**src/rtl/hvwn_pkg.sv**
```systemverilog
`default_nettype none
package hvwn_pkg;

	localparam int LENGTH_BITS_DEF    = 16;
	localparam int HEADER_ID_BITS_DEF = 8;

	localparam int BYTE_BITS       = 8;
	localparam int CFG_INDEX_BITS  = 2;
	localparam int CFG_DATA_BITS   = 8;
	localparam int FIFO_DEPTH_BITS = 2;
	localparam int SLOT_COUNT      = 8;

	localparam logic [BYTE_BITS-1:0] CH_CR    = 8'h0D;
	localparam logic [BYTE_BITS-1:0] CH_LF    = 8'h0A;
	localparam logic [BYTE_BITS-1:0] CH_SP    = 8'h20;
	localparam logic [BYTE_BITS-1:0] CH_TAB   = 8'h09;
	localparam logic [BYTE_BITS-1:0] CH_COMMA = 8'h2C;

	localparam logic [CFG_INDEX_BITS-1:0] CFG_ENABLED = 2'd0;
	localparam logic [CFG_INDEX_BITS-1:0] CFG_TARGET  = 2'd1;
	localparam logic [CFG_INDEX_BITS-1:0] CFG_CONCAT  = 2'd2;
	localparam logic [CFG_INDEX_BITS-1:0] CFG_FLAG    = 2'd3;

	localparam logic [1:0] STATUS_OK          = 2'd0;
	localparam logic [1:0] STATUS_NOT_CONFIG  = 2'd1;
	localparam logic [1:0] STATUS_NOT_PRESENT = 2'd2;

	// result slots of one item, emitted from the lowest bit up
	typedef struct packed {
		logic summary;
		logic cr_c;
		logic sp_c;
		logic byt;
		logic sp_b;
		logic cr_a;
		logic sp_a;
		logic comma;
	} hvwn_slots_t;

	typedef struct packed {
		logic [1:0] status;
		logic       rep;
	} hvwn_sum_t;

	localparam int SUM_BITS = $bits(hvwn_sum_t);

endpackage
`default_nettype wire

```
**src/rtl/hvwn_fifo.sv**
```systemverilog
`default_nettype none
module hvwn_fifo #(
	parameter int WIDTH      = 8,
	parameter int DEPTH_BITS = 2
) (
	input  logic             clk,
	input  logic             arst_n,
	input  logic             push,
	input  logic [WIDTH-1:0] wdata,
	output logic             full,
	input  logic             pop,
	output logic             not_empty,
	output logic [WIDTH-1:0] rdata
);
	localparam int DEPTH = 1 << DEPTH_BITS;

	logic [WIDTH-1:0]      mem_q [DEPTH];
	logic [DEPTH_BITS-1:0] wr_ptr_q;
	logic [DEPTH_BITS-1:0] rd_ptr_q;
	logic [DEPTH_BITS:0]   count_q;

	assign full      = (count_q == (DEPTH_BITS+1)'(DEPTH));
	assign not_empty = (count_q != '0);
	assign rdata     = mem_q[rd_ptr_q];

	always_ff @(posedge clk) begin
		if (push) begin
			mem_q[wr_ptr_q] <= wdata;
		end
	end

	always_ff @(posedge clk or negedge arst_n) begin
		if (!arst_n) begin
			wr_ptr_q <= '0;
			rd_ptr_q <= '0;
			count_q  <= '0;
		end else begin
			if (push) begin
				wr_ptr_q <= wr_ptr_q + 1'b1;
			end
			if (pop) begin
				rd_ptr_q <= rd_ptr_q + 1'b1;
			end
			if (push && !pop) begin
				count_q <= count_q + 1'b1;
			end else if (pop && !push) begin
				count_q <= count_q - 1'b1;
			end
		end
	end
endmodule
`default_nettype wire

```
**src/rtl/hvwn_front.sv**
```systemverilog
`default_nettype none
module hvwn_front #(
	parameter int LENGTH_BITS    = hvwn_pkg::LENGTH_BITS_DEF,
	parameter int HEADER_ID_BITS = hvwn_pkg::HEADER_ID_BITS_DEF
) (
	input  logic                                clk,
	input  logic                                arst_n,
	input  logic                                cfg_valid,
	input  logic [hvwn_pkg::CFG_INDEX_BITS-1:0] cfg_index,
	input  logic [hvwn_pkg::CFG_DATA_BITS-1:0]  cfg_data,
	input  logic                                in_valid,
	output logic                                in_ready,
	input  logic [hvwn_pkg::BYTE_BITS-1:0]      data_byte,
	input  logic                                byte_valid,
	input  logic [HEADER_ID_BITS-1:0]           header_id,
	input  logic                                value_last,
	input  logic                                message_last,
	output logic                                push,
	input  logic                                push_ready,
	output hvwn_pkg::hvwn_slots_t               push_slots,
	output logic [hvwn_pkg::BYTE_BITS-1:0]      push_byte,
	output hvwn_pkg::hvwn_sum_t                 push_sum,
	output logic [LENGTH_BITS-1:0]              push_len
);
	import hvwn_pkg::*;

	localparam int CMP_BITS = (HEADER_ID_BITS < 8) ? HEADER_ID_BITS : 8;

	logic                enabled_q;
	logic [CMP_BITS-1:0] target_q;
	logic                concat_q;
	logic                flag_q;

	logic                   last_white_q;
	logic                   pending_space_q;
	logic                   pending_cr_q;
	logic [1:0]             match_count_q;
	logic                   value_start_q;
	logic [LENGTH_BITS-1:0] out_count_q;

	logic                   lw_d, ps_d, pc_d, vs_d;
	logic [1:0]             mc_d;
	logic [LENGTH_BITS-1:0] oc_d;
	hvwn_slots_t            slots;
	hvwn_sum_t              sum;
	logic [LENGTH_BITS-1:0] len;
	logic                   accept;

	always_comb begin : classify
		logic                 id_match;
		logic [1:0]           mc_new;
		logic                 kept;
		logic                 consumed;
		logic                 white;
		logic [2:0]           n;
		logic [LENGTH_BITS:0] sum_cnt;
		logic [LENGTH_BITS-1:0] oc_new;

		id_match = (header_id[CMP_BITS-1:0] == target_q);
		mc_new   = (value_start_q && id_match && match_count_q != 2'd3)
			? match_count_q + 2'd1 : match_count_q;
		kept     = enabled_q && id_match && (mc_new != 2'd0) && (concat_q || mc_new == 2'd1);
		white    = (data_byte == CH_SP) || (data_byte == CH_TAB);
		consumed = 1'b0;

		slots = '0;
		lw_d  = last_white_q;
		ps_d  = pending_space_q;
		pc_d  = pending_cr_q;
		vs_d  = 1'b0;
		mc_d  = mc_new;

		slots.comma = value_start_q && kept && concat_q && (mc_new >= 2'd2);

		if (byte_valid && kept) begin
			if (pc_d) begin
				pc_d = 1'b0;
				if (data_byte == CH_LF) begin
					consumed = 1'b1;
				end else begin
					slots.sp_a = ps_d;
					ps_d       = 1'b0;
					slots.cr_a = 1'b1;
					lw_d       = 1'b0;
				end
			end
			if (!consumed) begin
				if (data_byte == CH_CR) begin
					pc_d = 1'b1;
				end else if (white) begin
					if (!lw_d) begin
						ps_d = 1'b1;
						lw_d = 1'b1;
					end
				end else begin
					slots.sp_b = ps_d;
					ps_d       = 1'b0;
					slots.byt  = 1'b1;
					lw_d       = 1'b0;
				end
			end
		end

		// value end: flush a held CR, then restart the folding state
		if (value_last || message_last) begin
			if (pc_d && enabled_q) begin
				slots.sp_c = ps_d;
				slots.cr_c = 1'b1;
			end
			lw_d = 1'b1;
			ps_d = 1'b0;
			pc_d = 1'b0;
			vs_d = 1'b1;
		end

		n = 3'(slots.comma) + 3'(slots.sp_a) + 3'(slots.cr_a) + 3'(slots.sp_b)
			+ 3'(slots.byt) + 3'(slots.sp_c) + 3'(slots.cr_c);
		sum_cnt = {1'b0, out_count_q} + (LENGTH_BITS+1)'(n);
		oc_new  = sum_cnt[LENGTH_BITS] ? '1 : sum_cnt[LENGTH_BITS-1:0];
		oc_d    = oc_new;

		sum = '0;
		len = '0;
		if (message_last) begin
			slots.summary = 1'b1;
			if (!enabled_q) begin
				sum.status = STATUS_NOT_CONFIG;
			end else if (mc_new == 2'd0) begin
				sum.status = STATUS_NOT_PRESENT;
			end else begin
				sum.status = STATUS_OK;
				sum.rep    = flag_q && (mc_new >= 2'd2);
				len        = oc_new;
			end
			mc_d = 2'd0;
			oc_d = '0;
		end
	end

	assign in_ready   = push_ready;
	assign accept     = in_valid && push_ready;
	assign push       = accept && (slots != '0);
	assign push_slots = slots;
	assign push_byte  = data_byte;
	assign push_sum   = sum;
	assign push_len   = len;

	always_ff @(posedge clk or negedge arst_n) begin
		if (!arst_n) begin
			enabled_q <= 1'b0;
			target_q  <= '0;
			concat_q  <= 1'b0;
			flag_q    <= 1'b0;
		end else if (cfg_valid) begin
			unique case (cfg_index)
				CFG_ENABLED: enabled_q <= cfg_data[0];
				CFG_TARGET:  target_q  <= cfg_data[CMP_BITS-1:0];
				CFG_CONCAT:  concat_q  <= cfg_data[0];
				CFG_FLAG:    flag_q    <= cfg_data[0];
				default: ;
			endcase
		end
	end

	always_ff @(posedge clk or negedge arst_n) begin
		if (!arst_n) begin
			last_white_q    <= 1'b1;
			pending_space_q <= 1'b0;
			pending_cr_q    <= 1'b0;
			match_count_q   <= 2'd0;
			value_start_q   <= 1'b1;
			out_count_q     <= '0;
		end else if (accept) begin
			last_white_q    <= lw_d;
			pending_space_q <= ps_d;
			pending_cr_q    <= pc_d;
			match_count_q   <= mc_d;
			value_start_q   <= vs_d;
			out_count_q     <= oc_d;
		end
	end
endmodule
`default_nettype wire

```
**src/rtl/hvwn_back.sv**
```systemverilog
`default_nettype none
module hvwn_back #(
	parameter int LENGTH_BITS = hvwn_pkg::LENGTH_BITS_DEF
) (
	input  logic                           clk,
	input  logic                           arst_n,
	input  logic                           q_valid,
	output logic                           q_pop,
	input  hvwn_pkg::hvwn_slots_t          q_slots,
	input  logic [hvwn_pkg::BYTE_BITS-1:0] q_byte,
	input  hvwn_pkg::hvwn_sum_t            q_sum,
	input  logic [LENGTH_BITS-1:0]         q_len,
	output logic                           out_valid,
	input  logic                           out_ready,
	output logic                           out_kind,
	output logic [hvwn_pkg::BYTE_BITS-1:0] out_byte,
	output logic [1:0]                     out_status,
	output logic                           out_rep,
	output logic [LENGTH_BITS-1:0]         out_len,
	output logic                           out_last
);
	import hvwn_pkg::*;

	logic [SLOT_COUNT-1:0]  mask_q;
	logic [BYTE_BITS-1:0]   cur_byte_q;
	hvwn_sum_t              cur_sum_q;
	logic [LENGTH_BITS-1:0] cur_len_q;

	logic                   out_valid_q;
	logic                   out_kind_q;
	logic [BYTE_BITS-1:0]   out_byte_q;
	logic [1:0]             out_status_q;
	logic                   out_rep_q;
	logic [LENGTH_BITS-1:0] out_len_q;
	logic                   out_last_q;

	logic [SLOT_COUNT-1:0] sel;
	logic [SLOT_COUNT-1:0] mask_rest;
	hvwn_slots_t           sel_s;
	logic                  out_free;
	logic                  advance;
	logic                  load;
	logic                  nxt_kind;
	logic [BYTE_BITS-1:0]  nxt_byte;

	always_comb begin
		sel = '0;
		for (int i = SLOT_COUNT - 1; i >= 0; i--) begin
			if (mask_q[i]) begin
				sel = SLOT_COUNT'(1) << i;
			end
		end
	end

	assign sel_s     = hvwn_slots_t'(sel);
	assign mask_rest = mask_q & ~sel;
	assign out_free  = !out_valid_q || out_ready;
	assign advance   = out_free && (mask_q != '0);
	// refill when idle or as the last slot of the current item goes out
	assign load      = q_valid && ((mask_q == '0) || (advance && mask_rest == '0));
	assign q_pop     = load;

	always_comb begin
		nxt_kind = 1'b0;
		priority if (sel_s.summary) begin
			nxt_kind = 1'b1;
			nxt_byte = '0;
		end else if (sel_s.byt) begin
			nxt_byte = cur_byte_q;
		end else if (sel_s.comma) begin
			nxt_byte = CH_COMMA;
		end else if (sel_s.cr_a || sel_s.cr_c) begin
			nxt_byte = CH_CR;
		end else begin
			nxt_byte = CH_SP;
		end
	end

	always_ff @(posedge clk or negedge arst_n) begin
		if (!arst_n) begin
			mask_q <= '0;
		end else if (load) begin
			mask_q <= q_slots;
		end else if (advance) begin
			mask_q <= mask_rest;
		end
	end

	always_ff @(posedge clk) begin
		if (load) begin
			cur_byte_q <= q_byte;
			cur_sum_q  <= q_sum;
			cur_len_q  <= q_len;
		end
	end

	always_ff @(posedge clk or negedge arst_n) begin
		if (!arst_n) begin
			out_valid_q <= 1'b0;
		end else if (advance) begin
			out_valid_q <= 1'b1;
		end else if (out_ready) begin
			out_valid_q <= 1'b0;
		end
	end

	always_ff @(posedge clk) begin
		if (advance) begin
			out_kind_q   <= nxt_kind;
			out_byte_q   <= nxt_byte;
			out_status_q <= nxt_kind ? cur_sum_q.status : STATUS_OK;
			out_rep_q    <= nxt_kind && cur_sum_q.rep;
			out_len_q    <= nxt_kind ? cur_len_q : '0;
			out_last_q   <= (mask_rest == '0);
		end
	end

	assign out_valid  = out_valid_q;
	assign out_kind   = out_kind_q;
	assign out_byte   = out_byte_q;
	assign out_status = out_status_q;
	assign out_rep    = out_rep_q;
	assign out_len    = out_len_q;
	assign out_last   = out_last_q;
endmodule
`default_nettype wire

```
**src/rtl/header_value_whitespace_normalizer.sv**
```systemverilog
// Header value whitespace normalizer.
// s_* channel: one header byte per beat. s_tdata holds data_byte then header_id,
// s_tuser holds byte_valid then value_last, s_tlast marks the message's last item.
// cfg_* channel: register writes (0 enabled, 1 target_header, 2 concatenate_repeats,
// 3 flag_repeats), always ready; write only while the block is idle.
// m_* channel: results. m_tuser is the kind (0 byte, 1 message summary); m_tdata
// holds out_byte, status, repeat_flag, total_length; m_tlast marks the last
// result caused by one input beat.
// Throughput: one input beat per cycle while the queue is not full; one result
// beat per cycle while the receiver is ready. A beat that causes k results holds
// the output side until all k are out; a four-entry queue between the classifier
// and the emitter absorbs the difference. Results pass the queue, the slot mask and the output register.
// Reset clears folding state, registers and queue; no results are pending.
// A stalled receiver holds the output register, fills the queue, then drops
// s_tready until space returns.
`default_nettype none
module header_value_whitespace_normalizer #(
	parameter int LENGTH_BITS    = hvwn_pkg::LENGTH_BITS_DEF,
	parameter int HEADER_ID_BITS = hvwn_pkg::HEADER_ID_BITS_DEF
) (
	input  logic                                      clk,
	input  logic                                      arst_n,
	input  logic                                      cfg_valid,
	output logic                                      cfg_ready,
	input  logic [hvwn_pkg::CFG_INDEX_BITS-1:0]       cfg_index,
	input  logic [hvwn_pkg::CFG_DATA_BITS-1:0]        cfg_data,
	input  logic                                      s_tvalid,
	output logic                                      s_tready,
	// data_byte, header_id
	input  logic [((8+HEADER_ID_BITS+7)/8)*8-1:0]     s_tdata,
	// byte_valid, value_last
	input  logic [1:0]                                s_tuser,
	input  logic                                      s_tlast,
	output logic                                      m_tvalid,
	input  logic                                      m_tready,
	// out_byte, status, repeat_flag, total_length
	output logic [((11+LENGTH_BITS+7)/8)*8-1:0]       m_tdata,
	// item_kind
	output logic                                      m_tuser,
	output logic                                      m_tlast
);
	import hvwn_pkg::*;

	localparam int OUT_BITS   = ((11 + LENGTH_BITS + 7) / 8) * 8;
	localparam int ENTRY_BITS = LENGTH_BITS + SUM_BITS + BYTE_BITS + SLOT_COUNT;

	logic                   push;
	logic                   fifo_full;
	hvwn_slots_t            f_slots;
	logic [BYTE_BITS-1:0]   f_byte;
	hvwn_sum_t              f_sum;
	logic [LENGTH_BITS-1:0] f_len;
	logic [ENTRY_BITS-1:0]  wdata;
	logic [ENTRY_BITS-1:0]  rdata;
	logic                   q_valid;
	logic                   q_pop;

	logic                   o_kind;
	logic [BYTE_BITS-1:0]   o_byte;
	logic [1:0]             o_status;
	logic                   o_rep;
	logic [LENGTH_BITS-1:0] o_len;

	assign cfg_ready = 1'b1;

	hvwn_front #(
		.LENGTH_BITS   (LENGTH_BITS),
		.HEADER_ID_BITS(HEADER_ID_BITS)
	) u_front (
		.clk         (clk),
		.arst_n      (arst_n),
		.cfg_valid   (cfg_valid),
		.cfg_index   (cfg_index),
		.cfg_data    (cfg_data),
		.in_valid    (s_tvalid),
		.in_ready    (s_tready),
		.data_byte   (s_tdata[7:0]),
		.byte_valid  (s_tuser[0]),
		.header_id   (s_tdata[8 +: HEADER_ID_BITS]),
		.value_last  (s_tuser[1]),
		.message_last(s_tlast),
		.push        (push),
		.push_ready  (!fifo_full),
		.push_slots  (f_slots),
		.push_byte   (f_byte),
		.push_sum    (f_sum),
		.push_len    (f_len)
	);

	assign wdata = {f_len, f_sum, f_byte, f_slots};

	hvwn_fifo #(
		.WIDTH     (ENTRY_BITS),
		.DEPTH_BITS(FIFO_DEPTH_BITS)
	) u_fifo (
		.clk      (clk),
		.arst_n   (arst_n),
		.push     (push),
		.wdata    (wdata),
		.full     (fifo_full),
		.pop      (q_pop),
		.not_empty(q_valid),
		.rdata    (rdata)
	);

	hvwn_back #(
		.LENGTH_BITS(LENGTH_BITS)
	) u_back (
		.clk       (clk),
		.arst_n    (arst_n),
		.q_valid   (q_valid),
		.q_pop     (q_pop),
		.q_slots   (hvwn_slots_t'(rdata[SLOT_COUNT-1:0])),
		.q_byte    (rdata[SLOT_COUNT +: BYTE_BITS]),
		.q_sum     (hvwn_sum_t'(rdata[SLOT_COUNT+BYTE_BITS +: SUM_BITS])),
		.q_len     (rdata[SLOT_COUNT+BYTE_BITS+SUM_BITS +: LENGTH_BITS]),
		.out_valid (m_tvalid),
		.out_ready (m_tready),
		.out_kind  (o_kind),
		.out_byte  (o_byte),
		.out_status(o_status),
		.out_rep   (o_rep),
		.out_len   (o_len),
		.out_last  (m_tlast)
	);

	assign m_tuser = o_kind;
	assign m_tdata = OUT_BITS'({o_len, o_rep, o_status, o_byte});

`ifndef SYNTHESIS
	a_summary_ends_run: assert property (@(posedge clk) disable iff (!arst_n)
		m_tvalid && m_tuser |-> m_tlast)
		else $error("summary beat without tlast");

	a_byte_beat_clean: assert property (@(posedge clk) disable iff (!arst_n)
		m_tvalid && !m_tuser |-> m_tdata[8 +: 3 + LENGTH_BITS] == '0)
		else $error("byte beat carries summary fields");

	a_failed_status_no_len: assert property (@(posedge clk) disable iff (!arst_n)
		m_tvalid && m_tuser && (m_tdata[9:8] != STATUS_OK)
		|-> (m_tdata[11 +: LENGTH_BITS] == '0) && !m_tdata[10])
		else $error("length or repeat flag with failing status");
`endif
endmodule
`default_nettype wire

```
**config.mk**
```make
export PLATFORM = sky130hd
export DESIGN_NAME = header_value_whitespace_normalizer
export DESIGN_NICKNAME = d
export VERILOG_FILES = /design/src/rtl/hvwn_pkg.sv /design/src/rtl/hvwn_fifo.sv /design/src/rtl/hvwn_front.sv /design/src/rtl/hvwn_back.sv /design/src/rtl/header_value_whitespace_normalizer.sv
export SDC_FILE = /design/constraint.sdc
export NUM_CORES = 1
export LEC_CHECK = 0
export BUFFER_PORTS_ARGS = -buffer_cell sky130_fd_sc_hd__buf_4
export CAP_MARGIN = 20
export CORE_MARGIN = 10
export CORE_UTILIZATION = 45
export CTS_CLUSTER_SIZE = 10
export DETAILED_ROUTE_END_ITERATION = 12
export SYNTH_ARGS = -nofsm -noshare
export SYNTH_HDL_FRONTEND = slang
export SYNTH_SLANG_ARGS = --single-unit
```
**constraint.sdc**
```tcl
create_clock -name clk -period 8.1 [get_ports clk]
set_input_delay 0.405 -clock clk [delete_from_list [all_inputs] [get_ports clk]]
set_output_delay 0.405 -clock clk [all_outputs]
set_load 0.1 [all_outputs]
```
# Word-level counts from Yosys, hierarchy flattened
# Memories as Yosys holds them, arrays and structs flattened.
# Index checks and enable logic that the tools add are counted.
# Widths: inputs -> output; s select.
# word_totals
reg_bits,105
ram_bits,140
input_bits,34
output_inout_bits,37
wordCells,163
mem_count,1
# mem_list
name,depth,width,rd,rd_clocked_by_memory_dff,wr,line,rtl
u_fifo.mem_q,4,35,1,0,1,hvwn_fifo.sv:17,logic [WIDTH-1:0] mem_q [DEPTH];
# op_classes
addsub,12
magnitude_cmp,1
n_eq_ne,11
muxes,65
bitwise_logic,2
n_reduce_logical,46
# op_table
op,n
$mux 8,12
$mux 16,5
$mux 1,32
$eq 8x4->1 const B,3
$mux 2,11
$logic_and 1x1->1,19
$add 16x3->17,1
$logic_not 8->1,2
$reduce_bool 8->1,2
$add 3x1->3,5
$reduce_and 2->1,5
$reduce_bool 2->1,5
$mux 3,3
$and 8x8->8,1
$eq 8x6->1 const B,1
$eq 8x8->1,1
$not 8->8,1
$add 2x1->2 const B,3
$logic_or 1x1->1,6
$mux 6,1
$eq 2x1->1 const B,2
$eq 2x2->1 const B,2
$logic_not 1->1,4
$logic_not 2->1,2
8 further kinds,8

# Logic depth before layout (Yosys ltp)
# Gate-level depths: netlist (run 1).
# logic_depth
ltp_word,23
mapped_depth,24
ltp_nobuf,23

# Hierarchy
# From an unflattened synthesis (run 1), not the netlist that was laid out.
# hier_totals
cells_unflattened,691
area_unflattened_um2,10734.0
# by_module_without_submodules
module,n_inst,cells_each,area_per_inst_um2,seq_area_each_um2
hvwn_fifo,1,217,5501.5,4379.2
hvwn_back,1,175,2586.2,1906.8
hvwn_front,1,289,2582.5,828.3
header_value_whitespace_normalizer,1,10,63.8,0.0

# Worst setup path before layout (run 1)
# No wires, ideal clock.
# synth_timing
path_type,register to register
from,reg u_front.match_count_q[0]
to,"mem u_fifo.mem_q[0][22] in the netlist's numbering, data pin"
setup_time_ns,0.180
arrival_ns,5.915
required_ns,7.920
path_slack_ns,2.005
path_stages_with_launch,24
n_path_buf,2
synth_period_minus_slack_ns,6.095
path_cell_list,dfrtp_1 -> ha_1 -> o211a_1 -> or2_2 -> nor3_1 -> nand2_1 -> inv_1 -> nand2_1 -> ha_1 -> inv_1 -> fa_1 -> fa_1 -> inv_1 -> ha_1 -> fa_1 -> inv_1 -> fa_1 -> nor2b_1 -> o2111ai_1 -> nor3_1 -> nand4_1 -> clkbuf_1 -> buf_1 -> a21oi_1
# synth_lines
item,line,rtl
start: declaration,hvwn_front.sv:37,logic [1:0] match_count_q;
start signal: assignment,hvwn_front.sv:177,match_count_q <= mc_d;
end: declaration,hvwn_fifo.sv:17,

==> impl_results.md, run 1 <==
* Count of different cell masters after synthesis at 63
* Final weighted congestion of routability-driven global placement at 0.8279
* EDFF count, synth at ~200
* Mean cell area of the mapped netlist at 15.42 um2
* Port bufs at between 60 and 70
* Synthesis-to-layout area growth at 16.41%
* Final #Nets at 809
* Adder-cell area share of the yosys netlist at 2.598%
* Internal Power at 0.002738 W
* Setup Fix Bufs, Post-CTS at 0
* Clock insertion delay at the later pin of the skew report at 520 ps
* Final-report max-slew violation count at 0
* Clock tree root buffer cell: sky130_fd_sc_hd__clkbuf_16
* Worst Hold Class: in -> reg
* Top-level port count at just over 70
* Clock sink total at between 200 and 250
* Vias post-DR at 5,886
* Area of the core at 0.02278 mm2
* Final hold vios at 0
* Time the worst path needs with I/O delays and setup at 7094 ps
* Summed negative setup slack over all endpoints at 0 ps
* Kind of end point of the critical path: register
* Reg2reg path depth at 23
* Outcome: completed
* DRC violations left at 0
* Share of layout cells above drive strength 1 at 22.98%
* Die area at 0.02984 mm2
* Post-synthesis compound-gate area fraction at 6.924%
* Global-route wire length before repair at 33,290 um
* Number of H-tree levels at 1
* Initial standard-cell utilization of the core at 46.09%
* Max transition margin at about a third
* Net switching fraction of the power at ~34%
* Worst Setup EP: u_fifo.mem_q[2][26]$_DFFE_PP_
* Combinational family with the most area after synthesis: multiplexers
* CP Max Fanout at 20
* Fin Clk Skew at 12.46 ps
* Maximum operating frequency at 141.0 MHz
* Overall power after layout at 0.004136 W
* Clock Power Share at 27.5%
* Static power due to leakage at around 4.5 nW
* Share of flip-flops with an asynchronous set or reset after synthesis at 20.00%
* Cell depth of the worst hold path at 1
* Worst Path Class, Setup: reg -> reg
* WL final at 20,410 um
* Peak ir drop on the vdd network at 0.1543 mV
* Cell type with the largest total area after synthesis: sky130_fd_sc_hd__edfxtp_1
* Cell Pwr Density at approximately 340 mW/mm2
* Via count normalized by instance count at 5.390
* Hold slack final at slightly above 100 ps
* RSZ-0062 raised after global routing: no
* Pin count of the biggest net entering global routing at 50
* Post-Synthesis Cells at 681
* Number of DRC markers after the initial detailed-route iteration at 366
* Startpoint type of the worst setup path: register
* Post-route design area at around 0.012 mm2
* Mapped cell area at 0.01050 mm2
* Multiplexer share of the synthesized area at 9.081%
* Main synth FF type: sky130_fd_sc_hd__edfxtp_1
* CP Data Required Time at approximately 8400 ps
* Routed Antenna Nets at 0
* Count of warnings emitted by yosys at 0
* Overall Global Routing Usage at 13.50%
* Final worst path period share at 87.58%
* Portion of total power attributed to combinational logic at 28.9%
* Xor and xnor fraction of the mapped netlist area at between 2 and 2.5%
* Final Setup Violations at 0
* Launch point of the worst reg-to-reg path: u_front.match_count_q[0]$_DFFE_PN0P_
* Endpoint of the most critical register-to-register path: u_fifo.mem_q[2][26]$_DFFE_PP_
* TritonCTS clock tree: built
* Final antenna diode count at 0
* Number of cell rows at 55
* Post-layout instance count excluding filler cells at 1,092
* Critical Path Start: u_front.match_count_q[0]$_DFFE_PN0P_
* Total iterations of the first detailed-routing run at 5
* Post-synthesis sequential element count at 245
* Total placed instance area at 0.01134 mm2
* Routed len/inst at 18.69 um
* Main area contributors after synthesis: sky130_fd_sc_hd__edfxtp_1 56%, sky130_fd_sc_hd__dfrtp_1 11%, sky130_fd_sc_hd__mux4_2 7.5%, sky130_fd_sc_hd__a21oi_1 1.8%, sky130_fd_sc_hd__and2_1 1.7%
* Dpl cells at 1,036
* Reg power frac at 43.6%
* Initial antenna violation count at 0
* Critical path data arrival time at approximately 7400 ps
* Area fraction in and, or, nand and nor cells after synthesis at 8.879%
* Cts bufs inserted at 29
* Total global routing overflow at 0
* Clock-pin slew on the worst setup and hold paths at 50 ps
* Measured slew at the worst slew-check pin at 983.8 ps
* Top cell type's share of synthesized area at 56.06%
* Die height at 172.7 um
* Switching power summed over all nets at 0.001398 W
* Sequential share of the synthesized area at 67.76%
* Via count of the first global-routing pass at 6,145
* Number of maximum-capacitance constraint violations at 0
* Max clock buf depth at 3
* Horizontal die dimension at between 150 and 200 um
* HPWL Detailed at 13,260 um
* Setup slack of the worst register-to-register path at between 1000 and 1500 ps
-- per-stage QoR --
step,util [%],worst slack (ps)
floorplan,-,2005
global placement,49.78,1380
detailed placement,49.78,1056
CTS,53.47,1084
global route,53.66,441.6
finish,53.66,1006
-- worst min-delay path by stage --
stage	from	endpoint	slack, ps
5_1_grt	s_tdata[6]	u_fifo.mem_q[1][14]$_DFFE_PP_	90
2_1_floorplan	arst_n	u_back.mask_q[0]$_DFFE_PN0P_	110
6_report	s_tdata[6]	u_fifo.mem_q[3][14]$_DFFE_PP_	100
4_1_cts	s_tdata[6]	u_fifo.mem_q[3][14]$_DFFE_PP_	80
3_5_place_dp	u_fifo.count_q[2]$_DFFE_PN0P_	u_fifo.count_q[2]$_DFFE_PN0P_	470
3_3_place_gp	u_fifo.count_q[2]$_DFFE_PN0P_	u_fifo.count_q[2]$_DFFE_PN0P_	470
-- cell families after synthesis --
kind of cell,Yosys count
flip-flops,245
adder cells (fa/ha/maj),19
AND/OR/NAND/NOR,171
AO/OA/AOI/OAI,105
XOR/XNOR,25
buffers and inverters,64
other,2
multiplexers,50
-- synth_stat cells (3+ instances only) --
master	number
sky130_fd_sc_hd__edfxtp_1	196
sky130_fd_sc_hd__dfrtp_1	47
sky130_fd_sc_hd__a21oi_1	37
sky130_fd_sc_hd__mux4_2	35
sky130_fd_sc_hd__nand2_1	34
sky130_fd_sc_hd__inv_1	30
sky130_fd_sc_hd__and2_1	28
sky130_fd_sc_hd__nor2_1	28
sky130_fd_sc_hd__clkbuf_1	19
sky130_fd_sc_hd__nand3_1	16
sky130_fd_sc_hd__nor3_1	15
sky130_fd_sc_hd__xor2_1	15
sky130_fd_sc_hd__ha_1	13
sky130_fd_sc_hd__mux2_2	12
sky130_fd_sc_hd__o21ai_0	10
sky130_fd_sc_hd__xnor2_1	10
sky130_fd_sc_hd__a31oi_1	8
sky130_fd_sc_hd__nor2b_1	8
sky130_fd_sc_hd__buf_4	7
sky130_fd_sc_hd__o22a_1	7
sky130_fd_sc_hd__a211oi_1	6
sky130_fd_sc_hd__a31o_2	5
sky130_fd_sc_hd__buf_2	5
sky130_fd_sc_hd__fa_1	5
sky130_fd_sc_hd__nor3b_1	5
sky130_fd_sc_hd__nor4_1	5
sky130_fd_sc_hd__o21a_1	5
sky130_fd_sc_hd__a22o_1	4
sky130_fd_sc_hd__a32o_1	4
sky130_fd_sc_hd__and3_1	4
sky130_fd_sc_hd__o31ai_1	4
sky130_fd_sc_hd__or3_1	4
sky130_fd_sc_hd__buf_1	3
sky130_fd_sc_hd__mux2i_1	3
sky130_fd_sc_hd__nand2b_1	3
sky130_fd_sc_hd__nand4_1	3
sky130_fd_sc_hd__nand4b_1	3
-- cell type report --
| cell class | count | area, um2 |
|---|---|---|
| multi-input cells | 376 | 3177 |
| repair buffers | 75 | 593.1 |
| flip-flops and latches | 245 | 7117 |
| well taps | 313 | 391.6 |
| fillers | 1859 | 10560 |
| inverters | 30 | 112.6 |
| clock inverters | 2 | 12.51 |
| clock buffers | 51 | 818.3 |
-- worst max-delay path, cell delays in order (launching register included) --
cell,delay [ps]
sky130_fd_sc_hd__dfrtp_1,440
sky130_fd_sc_hd__ha_1,230
sky130_fd_sc_hd__nor2b_1,290
sky130_fd_sc_hd__a211oi_1,140
sky130_fd_sc_hd__or2_2,330
sky130_fd_sc_hd__nor3_1,470
sky130_fd_sc_hd__nand2_1,210
sky130_fd_sc_hd__inv_1,170
sky130_fd_sc_hd__nand2_1,70
sky130_fd_sc_hd__ha_1,280
sky130_fd_sc_hd__inv_1,70
sky130_fd_sc_hd__fa_1,430
sky130_fd_sc_hd__fa_1,490
sky130_fd_sc_hd__inv_1,50
sky130_fd_sc_hd__ha_1,180
sky130_fd_sc_hd__fa_1,520
sky130_fd_sc_hd__inv_1,70
sky130_fd_sc_hd__fa_1,420
sky130_fd_sc_hd__nor2b_1,170
sky130_fd_sc_hd__o2111ai_1,240
sky130_fd_sc_hd__nor3_1,490
sky130_fd_sc_hd__nand4_1,450
sky130_fd_sc_hd__buf_4,360
sky130_fd_sc_hd__a21oi_1,300
-- sequential cells by signal (all words and copies together), names as in the netlist, 8 cells and up --
| name | cells |
|---|---|
| u_back.cur_len_q | 16 |
| u_back.cur_byte_q | 8 |
| u_back.mask_q | 8 |
| u_front.out_count_q | 16 |
| u_back.out_len | 16 |
| u_back.out_byte | 8 |
| u_front.target_q | 8 |
| u_fifo.mem_q | 140 |
-- what timing repair did --
| item | CTS | global route |
|---|---|---|
| gates resized for setup | 0 | 0 |
| hold buffers | 1 | 0 |
| hold endpoints to repair | 47 | 0 |
-- routing by layer --
metal	routed length, um	vias to the layer above	global-route usage [%]
met2	9628	153	21.89
met4	365	0	3.450
met3	1073	32	2.723
li1	-	2739	-
met1	9338	2962	18.25
met5	0	-	0
-- cells in the final DEF, fill, tap and decap left out, types with 6 or more instances in the layout --
cell type | Yosys | layout
sky130_fd_sc_hd__mux2_2 | 12 | 12
sky130_fd_sc_hd__a21oi_1 | 37 | 37
sky130_fd_sc_hd__clkbuf_16 | 0 | 29
sky130_fd_sc_hd__buf_4 | 7 | 72
sky130_fd_sc_hd__and2_1 | 28 | 28
sky130_fd_sc_hd__nor2_1 | 28 | 28
sky130_fd_sc_hd__dfrtp_1 | 47 | 45
sky130_fd_sc_hd__mux4_2 | 35 | 35
sky130_fd_sc_hd__o21ai_0 | 10 | 10
sky130_fd_sc_hd__ha_1 | 13 | 13
sky130_fd_sc_hd__edfxtp_1 | 196 | 196
sky130_fd_sc_hd__xnor2_1 | 10 | 10
sky130_fd_sc_hd__nor3_1 | 15 | 15
sky130_fd_sc_hd__conb_1 | 2 | 6
sky130_fd_sc_hd__nand3_1 | 16 | 16
sky130_fd_sc_hd__o22a_1 | 7 | 7
sky130_fd_sc_hd__nor2b_1 | 8 | 8
sky130_fd_sc_hd__xor2_1 | 15 | 15
sky130_fd_sc_hd__inv_1 | 30 | 30
sky130_fd_sc_hd__clkbuf_1 | 19 | 21
sky130_fd_sc_hd__a31oi_1 | 8 | 8
sky130_fd_sc_hd__nand2_1 | 34 | 34
-- power by group through the flow --
stage	Clock [W]	Combinational (W)	Sequential, W
3_5_place_dp	0	0.00119	0.00184
2_1_floorplan	0	0.000635	0.00208
4_1_cts	0.00117	0.00119	0.00181
6_report	0.00114	0.00119	0.00180
5_1_grt	0.00122	0.00128	0.00184
3_3_place_gp	0	0.00117	0.00182
(Power assumes the default switching activity.)
==> run 2: changes to the inputs <==
CORE_UTILIZATION = 60   (was 45)
PLACE_DENSITY = 0.79   (was default)
==> run 2 against run 1 <==
Compared with the run above:
- critical path depth decreased by 1
- highest routed layer unchanged
- wire length increased by 2.1%
- register-to-register slack improved by 260 ps
- largest power group unchanged
- largest cell class unchanged
- cell count decreased by 8.2%
- worst hold slack got worse by 8.4 ps
- critical path type unchanged
- critical endpoint is now u_fifo.mem_q[0][25]$_DFFE_PP_
- maximum frequency increased by 3.9%
- sequential power about the same
==> impl_results.md, run 2 (synthesis results as in run 1) <==
* Die height at 152.3 um
* Hold slack final at roughly 94 ps
* Worst Hold Class: in -> reg
* Number of fill cells in the layout at approximately 1,100
* Summed negative setup slack over all endpoints at 0 ps
* Most frequent standard cell in the layout excluding fill and tap cells: sky130_fd_sc_hd__edfxtp_1
* Port bufs at 64
* Critical path data arrival time at 7100 ps
* Initial antenna violation count at 0
* Total iterations of the first detailed-routing run at 5
* Initial standard-cell utilization of the core at 60.91%
* Final worst path period share at between 80 and 90%
* Reg2reg path depth at 22
* Clock Power Share at between 20 and 30%
* Time the worst path needs with I/O delays and setup at 6829 ps
* WL final at 20,830 um
* Final Setup Violations at 0
* Net switching fraction of the power at 33.73%
* Final antenna diode count at 0
* Final hold vios at 0
* Final-report max-slew violation count at 0
* Startpoint type of the worst setup path: register
* Share of layout cells above drive strength 1 at 22.78%
* Total global routing overflow at 0
* Overall Global Routing Usage at between 15 and 20%
* Pin count of the biggest net entering global routing at 50
* Uppermost signal routing layer after detailed routing: met4
* Clock tree root buffer cell: sky130_fd_sc_hd__clkbuf_16
* Horizontal die dimension at 152.3 um
* Via count of the first global-routing pass at approximately 6,300
* Routed Antenna Nets at 0
* Met3 WL at 1658 um
* Reg power frac at 43.7%
* Clock insertion delay at the later pin of the skew report at 530 ps
* Global-route wire length before repair at 33,910 um
* Final weighted congestion of routability-driven global placement at 0.8626
* Number of DRC markers after the initial detailed-route iteration at 535
* Most flop-heavy register: u_fifo.mem_q
* CP Max Fanout at 30
* RSZ-0062 raised after global routing: no
* HPWL Detailed at 12,840 um
* Die area at 0.02319 mm2
* Static power due to leakage at 4.512 nW
* Via count normalized by instance count at ~6
* Portion of total power attributed to combinational logic at 28.6%
* TritonCTS clock tree: built
* Number of flip-flops under the largest register name at 140
* Clock sink total at 245
* Maximum operating frequency at 146.4 MHz
* Max transition margin at 32.46%
* Outcome: completed
* Commonest cells after routing, fill and taps aside: 196 x sky130_fd_sc_hd__edfxtp_1, 72 x sky130_fd_sc_hd__buf_4, 45 x sky130_fd_sc_hd__dfrtp_1
* Measured slew at the worst slew-check pin at between 1000 and 1500 ps
* Switching power summed over all nets at 0.001395 W
* Kind of end point of the critical path: register
* Routed len/inst at 20.79 um
* Met2 routed WL at around 10,000 um
* Clock-pin slew on the worst setup and hold paths at 60 ps
* CP Data Required Time at 8370 ps
* Post-Route M1 WL at between 8000 and 9000 um
* Fin Clk Skew at 10.68 ps
* Peak ir drop on the vdd network at ~0.29 mV
* Final #Nets at 807
* Number of H-tree levels at 1
* Setup slack of the worst register-to-register path at between 1000 and 1500 ps
* Cts bufs inserted at 28
* Synthesis-to-layout area growth at 15.24%
* Internal Power at 0.002740 W
* Vias post-DR at 6,046
* Top-level port count at 71
* Worst Path Class, Setup: reg -> reg
* Area of the core at 0.01724 mm2
* Cell Pwr Density at 341.8 mW/mm2
* Number of cell rows at 48
* Cell depth of the worst hold path at 1
* Number of maximum-capacitance constraint violations at 0
* DRC violations left at 0
* Max clock buf depth at 3
run 2: changes by cell type in the layout (fill, tap and decap cells not counted):
| cell | previous run | this run |
|---|---|---|
| sky130_fd_sc_hd__inv_6 | 1 | 0 |
| sky130_fd_sc_hd__clkbuf_16 | 29 | 30 |
| sky130_fd_sc_hd__buf_8 | 1 | 0 |
| sky130_fd_sc_hd__clkinv_1 | 1 | 0 |
| sky130_fd_sc_hd__clkbuf_8 | 1 | 0 |
| sky130_fd_sc_hd__clkbuf_1 | 21 | 22 |
run 2: per-stage QoR:
stage               std cells  instance area, um2  power [W]  worst slack, ps  util, %
finish                   1002               12100   0.004135             1271    70.19
global route             1002               12100   0.004320            815.6    70.19
CTS                      1001               12070   0.004164             1285    70.03
detailed placement        948               11230   0.003004             1412    65.14
global placement          948               11230   0.002962             1700    65.14
floorplan                 685               10510   0.002719             2005        -
run 2: metal layers:
layer / up-vias / track usage (%)
li1: 2746 / -
met1: 3022 / 22.90
met2: 244 / 29.21
met3: 34 / 4.403
met4: 0 / 5.594
met5: - / 0
run 2: worst paths after layout:
| kind | startpoint | end |
|---|---|---|
| max in group asynchronous | arst_n | u_fifo.rd_ptr_q[0]$_DFFE_PN0P_ |
| max | u_front.match_count_q[0]$_DFFE_PN0P_ | u_fifo.mem_q[0][25]$_DFFE_PP_ |
| min | s_tdata[6] | u_fifo.mem_q[3][14]$_DFFE_PP_ |
| max reg2reg | u_front.match_count_q[0]$_DFFE_PN0P_ | u_fifo.mem_q[0][25]$_DFFE_PP_ |
| min in group asynchronous | arst_n | u_front.out_count_q[9]$_DFFE_PN0P_ |
| min reg2reg | u_fifo.count_q[2]$_DFFE_PN0P_ | u_fifo.count_q[2]$_DFFE_PN0P_ |
run 2: repair_timing:
| item | in CTS | in global routing |
|---|---|---|
| gates resized for setup | 0 | 0 |
| hold buffers | 1 | 0 |
| buffers inserted | 0 | 0 |
| endpoints found under the hold margin | 47 | 0 |
run 2: layout make-up:
type | count | area, um2 | area share, %
sequential | 245 | 7117 | 58.82
clock buffer | 52 | 833.3 | 6.887
tap | 225 | 281.5 | 2.327
multi-input combinational | 376 | 3177 | 26.26
timing repair buffer | 74 | 578.1 | 4.778
inverter | 30 | 112.6 | 0.9307
run 2: power groups by stage:
stage / Clock (W) / Combinational [W] / Sequential, W
4_1_cts: 0.00117 / 0.00119 / 0.00181
3_3_place_gp: 0 / 0.00115 / 0.00181
2_1_floorplan: 0 / 0.000635 / 0.00208
5_1_grt: 0.00122 / 0.00127 / 0.00183
3_5_place_dp: 0 / 0.00118 / 0.00183
6_report: 0.00114 / 0.00118 / 0.00181
run 2: critical path: stages, from the launching register on:
cell	delay, ps
sky130_fd_sc_hd__dfrtp_1	440
sky130_fd_sc_hd__ha_1	370
sky130_fd_sc_hd__o211a_1	260
sky130_fd_sc_hd__or2_2	300
sky130_fd_sc_hd__nor3_1	490
sky130_fd_sc_hd__nand2_1	220
sky130_fd_sc_hd__inv_1	190
sky130_fd_sc_hd__nand2_1	90
sky130_fd_sc_hd__ha_1	290
sky130_fd_sc_hd__inv_1	70
sky130_fd_sc_hd__fa_1	430
sky130_fd_sc_hd__fa_1	500
sky130_fd_sc_hd__inv_1	40
sky130_fd_sc_hd__ha_1	180
sky130_fd_sc_hd__fa_1	510
sky130_fd_sc_hd__inv_1	80
sky130_fd_sc_hd__fa_1	430
sky130_fd_sc_hd__nor2b_1	160
sky130_fd_sc_hd__o2111ai_1	230
sky130_fd_sc_hd__nor3_1	520
sky130_fd_sc_hd__nand4_1	150
sky130_fd_sc_hd__buf_4	260
sky130_fd_sc_hd__a21oi_1	380
